==> config.mk <==
export PLATFORM = sky130hd
export DESIGN_NAME = antialiased_line_stepper_flat
export DESIGN_NICKNAME = d
export VERILOG_FILES = /design/src/hw/rtl/lsp_pkg.sv /design/src/hw/rtl/lsp_chan_if.sv /design/src/hw/rtl/lsp_ctrl.sv /design/src/hw/rtl/lsp_dpath.sv /design/src/hw/rtl/antialiased_line_stepper.sv /design/src/flat_wrapper.sv
export SDC_FILE = /design/constraint.sdc
export NUM_CORES = 2
export LEC_CHECK = 0
export BUFFER_PORTS_ARGS = -buffer_cell sky130_fd_sc_hd__buf_2
export CORE_ASPECT_RATIO = 1.4
export CORE_MARGIN = 10
export CORE_UTILIZATION = 55
export CTS_CLUSTER_DIAMETER = 50
export DETAILED_ROUTE_END_ITERATION = 6
export PLACE_DENSITY = 0.76
export SYNTH_ARGS = -nofsm -noshare
export SYNTH_HDL_FRONTEND = slang
export SYNTH_SLANG_ARGS = --single-unit
==> constraint.sdc <==
create_clock -name clock -period 12.7 [get_ports clock]
set_input_delay 2.54 -clock clock [delete_from_list [all_inputs] [get_ports clock]]
set_output_delay 2.54 -clock clock [all_outputs]
set_load 0.02 [all_outputs]
==> src/hw/rtl/lsp_pkg.sv <==
`timescale 1ns / 1ps
package lsp_pkg;

   localparam int COORD_BITS_DEF = 12;
   localparam int SD_W = 24;
   localparam int ERR_W = 26;
   localparam int CALC_W = 28;
   localparam int PIX_W = 14;
   localparam int INT_W = 8;
   localparam int QUO_W = 48;
   localparam int ROOT_W = 24;
   localparam int DIV_STEPS = QUO_W;
   localparam int SQRT_STEPS = ROOT_W;
   localparam int CNT_W = $clog2(DIV_STEPS);
   localparam int INT_SHIFT = 16;

   // 16777087 squared
   localparam logic [QUO_W-1:0] SCALE_NUM_SQ = 48'd281470648205569;
   localparam logic signed [CALC_W-1:0] SIDE_LIMIT = 28'sd16711680;

   localparam logic OP_LOAD = 1'b0;
   localparam logic OP_STEP = 1'b1;

   typedef struct packed {
      logic       load;
      logic       div_step;
      logic       sqrt_step;
      logic       mul_x;
      logic       mul_y;
      logic       step;
      logic       emit;
      logic [1:0] emit_sel;
      logic       emit_last;
   } cmd_type;

   typedef struct packed {
      logic       line_active;
      logic [2:0] pix_valid;
   } status_type;

endpackage

==> src/hw/rtl/lsp_chan_if.sv <==
`timescale 1ns / 1ps
interface lsp_req_if #(parameter int CoordBits = 12);
   logic                 valid;
   logic                 ready;
   logic                 op;
   logic [CoordBits-1:0] x_start;
   logic [CoordBits-1:0] y_start;
   logic [CoordBits-1:0] x_end;
   logic [CoordBits-1:0] y_end;

   modport source (output valid, op, x_start, y_start, x_end, y_end, input ready);
   modport sink (input valid, op, x_start, y_start, x_end, y_end, output ready);
endinterface

interface lsp_rsp_if;
   logic              valid;
   logic              ready;
   logic signed [13:0] pixel_x;
   logic signed [13:0] pixel_y;
   logic [7:0]        intensity;
   logic              line_done;
   logic              last;

   modport source (output valid, pixel_x, pixel_y, intensity, line_done, last, input ready);
   modport sink (input valid, pixel_x, pixel_y, intensity, line_done, last, output ready);
endinterface

==> src/hw/rtl/lsp_ctrl.sv <==
`timescale 1ns / 1ps
module lsp_ctrl (
   input  logic                clock,
   input  logic                reset,
   input  logic                req_valid,
   input  logic                req_op,
   output logic                req_ready,
   input  logic                rsp_ready,
   output logic                rsp_valid,
   input  lsp_pkg::status_type status,
   output lsp_pkg::cmd_type    cmd
);
   import lsp_pkg::*;

   localparam logic [2:0] S_IDLE  = 3'd0;
   localparam logic [2:0] S_DIV   = 3'd1;
   localparam logic [2:0] S_SQRT  = 3'd2;
   localparam logic [2:0] S_MULX  = 3'd3;
   localparam logic [2:0] S_MULY  = 3'd4;
   localparam logic [2:0] S_EMIT  = 3'd5;

   logic [2:0]       state_ff, state_in;
   logic [CNT_W-1:0] cnt_ff, cnt_in;
   logic [1:0]       sel_ff, sel_in;
   logic             rsp_valid_ff, rsp_valid_in;
   logic             accept, slot_free, last_pix;

   assign req_ready = (state_ff == S_IDLE);
   assign accept    = req_valid && req_ready;
   assign slot_free = !rsp_valid_ff || rsp_ready;
   assign rsp_valid = rsp_valid_ff;

   always_comb begin
      case (sel_ff)
         2'd0:    last_pix = (status.pix_valid[2:1] == 2'b00);
         2'd1:    last_pix = !status.pix_valid[2];
         default: last_pix = 1'b1;
      endcase
   end

   always_comb begin
      state_in = state_ff;
      cnt_in   = cnt_ff;
      sel_in   = sel_ff;
      cmd      = '0;
      cmd.emit_sel  = sel_ff;
      cmd.emit_last = last_pix;
      case (state_ff)
         S_IDLE: begin
            if (accept && req_op == OP_LOAD) begin
               cmd.load = 1'b1;
               cnt_in   = '0;
               state_in = S_DIV;
            end else if (accept && status.line_active) begin
               cmd.step = 1'b1;
               sel_in   = 2'd0;
               state_in = S_EMIT;
            end
         end
         S_DIV: begin
            cmd.div_step = 1'b1;
            cnt_in = cnt_ff + 1'b1;
            if (cnt_ff == CNT_W'(DIV_STEPS - 1)) begin
               cnt_in   = '0;
               state_in = S_SQRT;
            end
         end
         S_SQRT: begin
            cmd.sqrt_step = 1'b1;
            cnt_in = cnt_ff + 1'b1;
            if (cnt_ff == CNT_W'(SQRT_STEPS - 1)) state_in = S_MULX;
         end
         S_MULX: begin
            cmd.mul_x = 1'b1;
            state_in  = S_MULY;
         end
         S_MULY: begin
            cmd.mul_y = 1'b1;
            state_in  = S_IDLE;
         end
         S_EMIT: begin
            if (slot_free) begin
               if (status.pix_valid[sel_ff]) begin
                  cmd.emit = 1'b1;
                  if (last_pix) state_in = S_IDLE;
                  else sel_in = sel_ff + 2'd1;
               end else begin
                  sel_in = sel_ff + 2'd1;
               end
            end
         end
         default: state_in = S_IDLE;
      endcase
   end

   assign rsp_valid_in = cmd.emit ? 1'b1 : (rsp_ready ? 1'b0 : rsp_valid_ff);

   always_ff @(posedge clock) begin
      if (reset) begin
         state_ff     <= S_IDLE;
         cnt_ff       <= '0;
         sel_ff       <= '0;
         rsp_valid_ff <= 1'b0;
      end else begin
         state_ff     <= state_in;
         cnt_ff       <= cnt_in;
         sel_ff       <= sel_in;
         rsp_valid_ff <= rsp_valid_in;
      end
   end

   a_emit_free: assert property (@(posedge clock) disable iff (reset)
      cmd.emit |-> (!rsp_valid_ff || rsp_ready)) else $error("beat overwritten");
   a_load_div: assert property (@(posedge clock) disable iff (reset)
      cmd.load |=> state_ff == S_DIV) else $error("load did not start divide");
   a_sel_range: assert property (@(posedge clock) disable iff (reset)
      state_ff == S_EMIT |-> sel_ff != 2'd3) else $error("pixel select out of range");
   a_emit_first: assert property (@(posedge clock) disable iff (reset)
      cmd.step |=> status.pix_valid[0]) else $error("step without main pixel");
endmodule

==> src/hw/rtl/lsp_dpath.sv <==
`timescale 1ns / 1ps
module lsp_dpath #(
   parameter int CoordBits = lsp_pkg::COORD_BITS_DEF
) (
   input  logic                        clock,
   input  logic                        reset,
   input  logic [CoordBits-1:0]        x_start,
   input  logic [CoordBits-1:0]        y_start,
   input  logic [CoordBits-1:0]        x_end,
   input  logic [CoordBits-1:0]        y_end,
   input  lsp_pkg::cmd_type            cmd,
   output lsp_pkg::status_type         status,
   output logic signed [lsp_pkg::PIX_W-1:0] pixel_x,
   output logic signed [lsp_pkg::PIX_W-1:0] pixel_y,
   output logic [lsp_pkg::INT_W-1:0]   intensity,
   output logic                        line_done,
   output logic                        last
);
   import lsp_pkg::*;

   localparam int DW = 2 * CoordBits + 1;
   localparam int CW = CoordBits + 2;

   function automatic logic [INT_W-1:0] shade(input logic signed [CALC_W-1:0] v);
      logic [CALC_W-INT_SHIFT-1:0] hi;
      hi = v[CALC_W-1:INT_SHIFT];
      if (v < 0) return '0;
      else if (|hi[CALC_W-INT_SHIFT-1:INT_W]) return '1;
      else return hi[INT_W-1:0];
   endfunction

   // line state
   logic [CoordBits-1:0] cur_x_ff, cur_y_ff, tgt_x_ff, tgt_y_ff, adx_ff, ady_ff;
   logic                 xneg_ff, yneg_ff, dzero_ff, active_ff;
   logic [SD_W-1:0]      sdx_ff, sdy_ff;
   logic [ERR_W-1:0]     err_ff;
   // divide and root
   logic [DW-1:0]        den_ff, rem_ff;
   logic [QUO_W-1:0]     quo_ff;
   logic [ROOT_W-1:0]    root_ff;
   logic [ROOT_W:0]      srem_ff;
   // pixels of the current step
   logic signed [PIX_W-1:0] px_ff [3];
   logic signed [PIX_W-1:0] py_ff [3];
   logic [INT_W-1:0]     pi_ff [3];
   logic [2:0]           pv_ff;
   logic                 done_ff;
   // output register
   logic signed [PIX_W-1:0] ox_ff, oy_ff;
   logic [INT_W-1:0]     oi_ff;
   logic                 od_ff, ol_ff;

   logic [CoordBits-1:0] adx, ady;
   logic [DW-1:0]        dsq;
   logic [DW:0]          rem_sh;
   logic                 qbit;
   logic [ROOT_W+2:0]    srem_sh, trial;
   logic [ROOT_W-1:0]    scale;
   logic [ROOT_W+CoordBits-1:0] prod;

   logic signed [CALC_W-1:0] e, dx, dy, v, av, e2;
   logic                 xgo, ygo, xend, yend, xstop, xstep, ystep, done;
   logic signed [CW-1:0] xs, ys, sxv, syv;

   assign adx = (x_start < x_end) ? x_end - x_start : x_start - x_end;
   assign ady = (y_start < y_end) ? y_end - y_start : y_start - y_end;
   assign dsq = DW'(adx * adx) + DW'(ady * ady);

   assign rem_sh = {rem_ff, quo_ff[QUO_W-1]};
   assign qbit   = (rem_sh >= {1'b0, den_ff});

   assign srem_sh = {srem_ff, quo_ff[QUO_W-1 -: 2]};
   assign trial   = {1'b0, root_ff, 2'b01};

   assign scale = dzero_ff ? ROOT_W'(1) : root_ff;
   assign prod  = scale * (cmd.mul_y ? ady_ff : adx_ff);

   assign e   = CALC_W'(signed'(err_ff));
   assign dx  = signed'(CALC_W'(sdx_ff));
   assign dy  = signed'(CALC_W'(sdy_ff));
   assign e2  = e <<< 1;
   assign v   = e - dx + dy;
   assign av  = (v < 0) ? -v : v;
   assign xgo = (e2 >= -dx);
   assign ygo = (e2 <= dy);
   assign xend = (cur_x_ff == tgt_x_ff);
   assign yend = (cur_y_ff == tgt_y_ff);
   assign xstop = xgo && xend;
   assign xstep = xgo && !xend;
   assign ystep = !xstop && ygo && !yend;
   assign done  = xstop || (ygo && yend);

   assign xs  = signed'(CW'(cur_x_ff));
   assign ys  = signed'(CW'(cur_y_ff));
   assign sxv = xneg_ff ? -CW'(1) : CW'(1);
   assign syv = yneg_ff ? -CW'(1) : CW'(1);

   always_ff @(posedge clock) begin
      if (reset) begin
         active_ff <= 1'b0;
         pv_ff     <= '0;
      end else begin
         if (cmd.mul_y) active_ff <= 1'b1;
         else if (cmd.step && done) active_ff <= 1'b0;
         if (cmd.step) pv_ff <= {ystep && (dx - e < SIDE_LIMIT),
                                 xstep && (e + dy < SIDE_LIMIT), 1'b1};
      end
   end

   always_ff @(posedge clock) begin
      if (cmd.load) begin
         cur_x_ff <= x_start;
         cur_y_ff <= y_start;
         tgt_x_ff <= x_end;
         tgt_y_ff <= y_end;
         xneg_ff  <= !(x_start < x_end);
         yneg_ff  <= !(y_start < y_end);
         adx_ff   <= adx;
         ady_ff   <= ady;
         den_ff   <= dsq;
         dzero_ff <= (dsq == '0);
         quo_ff   <= SCALE_NUM_SQ;
         rem_ff   <= '0;
         root_ff  <= '0;
         srem_ff  <= '0;
      end
      if (cmd.div_step) begin
         rem_ff <= qbit ? DW'(rem_sh - {1'b0, den_ff}) : rem_sh[DW-1:0];
         quo_ff <= {quo_ff[QUO_W-2:0], qbit};
      end
      if (cmd.sqrt_step) begin
         quo_ff <= {quo_ff[QUO_W-3:0], 2'b00};
         if (srem_sh >= trial) begin
            srem_ff <= (ROOT_W+1)'(srem_sh - trial);
            root_ff <= {root_ff[ROOT_W-2:0], 1'b1};
         end else begin
            srem_ff <= srem_sh[ROOT_W:0];
            root_ff <= {root_ff[ROOT_W-2:0], 1'b0};
         end
      end
      if (cmd.mul_x) sdx_ff <= prod[SD_W-1:0];
      if (cmd.mul_y) begin
         sdy_ff <= prod[SD_W-1:0];
         err_ff <= ERR_W'(sdx_ff) - ERR_W'(prod[SD_W-1:0]);
      end
      if (cmd.step) begin
         px_ff[0] <= PIX_W'(xs);
         py_ff[0] <= PIX_W'(ys);
         pi_ff[0] <= shade(av);
         px_ff[1] <= PIX_W'(xs);
         py_ff[1] <= PIX_W'(ys + syv);
         pi_ff[1] <= shade(e + dy);
         px_ff[2] <= PIX_W'(xs + sxv);
         py_ff[2] <= PIX_W'(ys);
         pi_ff[2] <= shade(dx - e);
         done_ff  <= done;
         if (xstep) cur_x_ff <= CoordBits'(xs + sxv);
         if (ystep) cur_y_ff <= CoordBits'(ys + syv);
         err_ff <= ERR_W'(e - (xstep ? dy : '0) + (ystep ? dx : '0));
      end
      if (cmd.emit) begin
         ox_ff <= px_ff[cmd.emit_sel];
         oy_ff <= py_ff[cmd.emit_sel];
         oi_ff <= pi_ff[cmd.emit_sel];
         od_ff <= done_ff;
         ol_ff <= cmd.emit_last;
      end
   end

   assign status.line_active = active_ff;
   assign status.pix_valid   = pv_ff;
   assign pixel_x   = ox_ff;
   assign pixel_y   = oy_ff;
   assign intensity = oi_ff;
   assign line_done = od_ff;
   assign last      = ol_ff;
endmodule

==> src/hw/rtl/antialiased_line_stepper.sv <==
`timescale 1ns / 1ps
// Anti-aliased line stepper. A load beat (op 0) takes two endpoints and
// works out the scale with a 48-step restoring divide, a 24-step bit-serial
// square root and two passes through one multiplier; no beat is taken
// meanwhile. A step beat (op 1) then gives one to three pixels, one at a
// time through the output register as the sink takes them; no new beat is
// taken until the last of them has entered the output register. A step with
// no line loaded gives nothing.
module antialiased_line_stepper #(
   parameter int COORD_BITS = lsp_pkg::COORD_BITS_DEF
) (
   input logic        clock,
   input logic        reset,
   lsp_req_if.sink    req_bus,
   lsp_rsp_if.source  rsp_bus
);
   import lsp_pkg::*;

   cmd_type    cmd;
   status_type status;

   lsp_ctrl u_ctrl (
      .clock     (clock),
      .reset     (reset),
      .req_valid (req_bus.valid),
      .req_op    (req_bus.op),
      .req_ready (req_bus.ready),
      .rsp_ready (rsp_bus.ready),
      .rsp_valid (rsp_bus.valid),
      .status    (status),
      .cmd       (cmd)
   );

   lsp_dpath #(.CoordBits(COORD_BITS)) u_dpath (
      .clock     (clock),
      .reset     (reset),
      .x_start   (req_bus.x_start),
      .y_start   (req_bus.y_start),
      .x_end     (req_bus.x_end),
      .y_end     (req_bus.y_end),
      .cmd       (cmd),
      .status    (status),
      .pixel_x   (rsp_bus.pixel_x),
      .pixel_y   (rsp_bus.pixel_y),
      .intensity (rsp_bus.intensity),
      .line_done (rsp_bus.line_done),
      .last      (rsp_bus.last)
   );
endmodule

==> src/flat_wrapper.sv <==
// flat-port wrapper written by rule: the top's interface ports become plain ports
module antialiased_line_stepper_flat import lsp_pkg::*;
#(
   parameter int COORD_BITS = lsp_pkg::COORD_BITS_DEF
)
  (clock, reset, req_bus_valid, req_bus_op, req_bus_x_start, req_bus_y_start, req_bus_x_end, req_bus_y_end, req_bus_ready, rsp_bus_valid, rsp_bus_pixel_x, rsp_bus_pixel_y, rsp_bus_intensity, rsp_bus_line_done, rsp_bus_last, rsp_bus_ready);
  lsp_req_if #(.CoordBits(12)) req_bus_i ();
  lsp_rsp_if rsp_bus_i ();
  input logic clock;
  input logic reset;
  input wire logic [$bits(req_bus_i.valid)-1:0] req_bus_valid;
  input wire logic [$bits(req_bus_i.op)-1:0] req_bus_op;
  input wire logic [$bits(req_bus_i.x_start)-1:0] req_bus_x_start;
  input wire logic [$bits(req_bus_i.y_start)-1:0] req_bus_y_start;
  input wire logic [$bits(req_bus_i.x_end)-1:0] req_bus_x_end;
  input wire logic [$bits(req_bus_i.y_end)-1:0] req_bus_y_end;
  output wire logic [$bits(req_bus_i.ready)-1:0] req_bus_ready;
  output wire logic [$bits(rsp_bus_i.valid)-1:0] rsp_bus_valid;
  output wire logic [$bits(rsp_bus_i.pixel_x)-1:0] rsp_bus_pixel_x;
  output wire logic [$bits(rsp_bus_i.pixel_y)-1:0] rsp_bus_pixel_y;
  output wire logic [$bits(rsp_bus_i.intensity)-1:0] rsp_bus_intensity;
  output wire logic [$bits(rsp_bus_i.line_done)-1:0] rsp_bus_line_done;
  output wire logic [$bits(rsp_bus_i.last)-1:0] rsp_bus_last;
  input wire logic [$bits(rsp_bus_i.ready)-1:0] rsp_bus_ready;
  assign req_bus_i.valid = req_bus_valid;
  assign req_bus_i.op = req_bus_op;
  assign req_bus_i.x_start = req_bus_x_start;
  assign req_bus_i.y_start = req_bus_y_start;
  assign req_bus_i.x_end = req_bus_x_end;
  assign req_bus_i.y_end = req_bus_y_end;
  assign req_bus_ready = req_bus_i.ready;
  assign rsp_bus_valid = rsp_bus_i.valid;
  assign rsp_bus_pixel_x = rsp_bus_i.pixel_x;
  assign rsp_bus_pixel_y = rsp_bus_i.pixel_y;
  assign rsp_bus_intensity = rsp_bus_i.intensity;
  assign rsp_bus_line_done = rsp_bus_i.line_done;
  assign rsp_bus_last = rsp_bus_i.last;
  assign rsp_bus_i.ready = rsp_bus_ready;
  antialiased_line_stepper #(.COORD_BITS(COORD_BITS)) u_core (.clock(clock), .reset(reset), .req_bus(req_bus_i), .rsp_bus(rsp_bus_i));
endmodule
==> metrics.yaml <==
global_routing:
  antenna_found_initial: 8
  track_usage_pct: 24.2
  grt-busiest-layer: "met2"
  globalRouteMet1Util_pct: 26.9
  grt_pass1_vias: 34716
  grt_overflow: 0
  grt_use_met2_pct: 43.4
  grt_pass1_wl_um: 179000
  grt_max_degree: 74
  grtUsageMet3_pct: 3.68
route:
  ant_nets: 0
  initialDrtViolationCount: 1976
  first_pass_iters: 6
  vias: 33578
  viasPerCell: 5.72
  routed_wl_um: 112000
  post-route-drc-count: 0
  wire_per_inst_um: 19.1
floorplan:
  core-area_mm2: 0.0805
  dieArea_mm2: 0.0932
  die_x_um: 261
  die_h_um: 357
  initial_core_util_pct: 55.5
  rows: 123
  pin_count: 93
synth:
  async_flop_share_pct: 0
  synth_xor_area_share_pct: 5.16
  syn_inst: 4673
  synth_top_family_by_area: "adder cells"
  synth-edff-count: 385
  synth_compound_area_share_pct: 11.5
  synth.mux.area_fraction_pct: 2.97
  syn_area_mm2: 0.0447
  synth-simple-area-share_pct: 13.7
  ys.flop_type: "edfxtp_1"
  seq_area_frac_synth_pct: 27.8
  ys_ff_latch: 427
  syn_nets: 5586
  syn_area_per_cell_um2: 9.56
  synthAdderAreaFrac_pct: 31.1
  yosysWarnings: 0
  synth.distinct_cells: 102
timing:
  fin_setup_tns_ns: 0
  finalHoldViolCount: 0
  worstMarginPinSlew_ns: 1.16
  skew_ns: 0.0292
  setup_slack_ns: 0.497
  hold_ws_ns: 0.423
  slew_headroom_pct: 22.5
  setup-violations-final: 0
  max_freq_mhz: 81.9
  maxSlewViolCount: 0
  post-route-period-util_pct: 96.1
  grt_setup_unrepaired: "false"
  fin_crit_ns: 12.20
worst_hold_path:
  min-delay-path-class: "flip-flop to flip-flop"
worst_setup_path:
  critPathMaxStageDelay_ns: 0.88
  worstPathMaxFanout: 11
  crit_path_start_kind: "input pin"
  r2r_start: "u_core.u_dpath.sdx_ff[6]"
  worstPathArrival_ns: 12.60
  cp-end-kind: "flip-flop"
  rr_endpoint: "u_core.u_dpath.err_ff[22]"
  r2r_slack_ns: 3.12
  crit_required_ns: 13.09
  crit_end: "u_core.u_dpath.dzero_ff"
  worstRegToRegCells: 29
  timing_worst_setup_path_type: "input pin to flip-flop"
  cpMostUsedCell: "fa_1"
  crit_start: "req_bus_y_start[0]"
  slowest_stage: "xnor2_1"
flow_run:
  cap_violations: 0
outcome:
  status: "complete, no violations"
cells_and_area:
  final_cells: 5869
  fill_cells: 6752
  drive_above_1_share_pct: 7.01
  nets: 5676
  area_growth_pct: 7.88
  multi_input_area_mm2: 0.0288
  layout_commonest_cell: "inv_1"
  layout_common_cells: "inv_1, ha_1, nor2_1"
  register_area_mm2: 0.0124
clock_network:
  insertion_delay_ns: 0.64
  tritoncts: "yes"
  cts_buffer_depth: 3
  post_cts_buffers: 0
  cts_made_buffers: 51
  cts_root_buffer: "clkbuf_16"
  clkTransAtPathRegs_ns: 0.06
  cts_resized: 0
  cts.hold.buffers_added: 0
  htreeDepth: 2
  cts.sinks: 427
place:
  dp_slack_ns: 0.0461
  portBuffers: 92
  gp_congestion: 0.964
  post-dp-hpwl_um: 91100
  dp_cells: 5772
-- critical path, delay by kind of cell --
family | cells | cell delay [ns]
and+or+nand+nor | 9 | 2.00
xor gates and xnor gates | 2 | 1.07
adders and majority gates | 10 | 4.52
AOI/OAI and AO/OA | 7 | 1.36
buffers and inverters | 8 | 1.12
-- cells in the mapped netlist, types with 37 or more instances --
cell      instances  area, µm²
nor2_1          425       1600
nand2b_1         64        400
a211oi_1         42        315
dfxtp_1          42        841
inv_1           783       2940
o21ai_0         143        716
ha_1            444       5560
nand3_1          67        335
fa_1            416       8330
a21o_1           76        571
xor2_1           91        797
clkbuf_1         83        312
and2_1           59        369
xnor2_1         172       1510
mux2_2           37        417
nand2_1         374       1400
a21oi_1         211       1060
edfxtp_1        385      11600
nor3_1           95        475
mux2i_1          85        851
-- kinds of logic (layout without fill, tap and decap cells) --
logic type	Yosys count	in the layout
muxes	127	127
adders and majority gates	860	860
buffers and inverters	905	1038
and+or+nand+nor	1308	1308
other	0	1
xor gates and xnor gates	263	263
AOI/OAI and AO/OA	783	783
DFF	427	427
-- per-layer routing --
| metal | share of wire [%] | up-vias | wire length [µm] |
|---|---|---|---|
| met5 | 0.051 | - | 57 |
| met4 | 6.4 | 12 | 7170 |
| met3 | 5.5 | 318 | 6180 |
| met2 | 51 | 904 | 56800 |
| met1 | 37 | 16426 | 42000 |
| li1 | - | 15918 | - |
-- worst min path at each step --
stage	from	to	slack (ns)	cells after the start
6_report	u_core.u_dpath.done_ff	u_core.u_dpath.line_done	0.42	0
4_1_cts	u_core.u_dpath.done_ff	u_core.u_dpath.line_done	0.42	0
2_1_floorplan	u_core.u_dpath.done_ff	u_core.u_dpath.line_done	0.40	0
3_5_place_dp	u_core.u_dpath.done_ff	u_core.u_dpath.line_done	0.42	0
3_3_place_gp	u_core.u_dpath.done_ff	u_core.u_dpath.line_done	0.41	0
5_1_grt	u_core.u_dpath.done_ff	u_core.u_dpath.line_done	0.44	0
-- final cells by class --
class,count,area share [%]
well taps,1062,2.76
flip-flops and latches,427,25.7
clock inverters,21,0.584
diodes,1,0.00519
inverters,796,6.21
clock buffers,75,3.03
multi-input cells,3341,59.9
repair buffers,146,1.80
-- metrics by stage --
| step | instance area [µm²] | utilization [%] |
|---|---|---|
| after detailed placement | 46400 | 57.7 |
| after floorplan | 44700 | - |
| final | 48200 | 59.9 |
| after global placement | 46400 | 57.7 |
| after global routing | 48200 | 59.9 |
| after CTS | 48200 | 59.9 |
-- flip-flops by register name, indices dropped and copies added (netlist names), 14 cells and up --
name                    count
u_core.u_dpath.pixel_x     14
u_core.u_dpath.pixel_y     14
u_core.u_dpath.den_ff      25
u_core.u_dpath.err_ff      26
u_core.u_dpath.quo_ff      48
u_core.u_dpath.sdy_ff      24
u_core.u_dpath.rem_ff      25
u_core.u_dpath.py_ff       26
u_core.u_dpath.px_ff       26
u_core.u_dpath.pi_ff       24
u_core.u_dpath.sdx_ff      24
u_core.u_dpath.srem_ff     25
u_core.u_dpath.root_ff     24
Power is not shown: default switching activity piles up to over one toggle a cycle in this logic, so the estimate is an artifact.
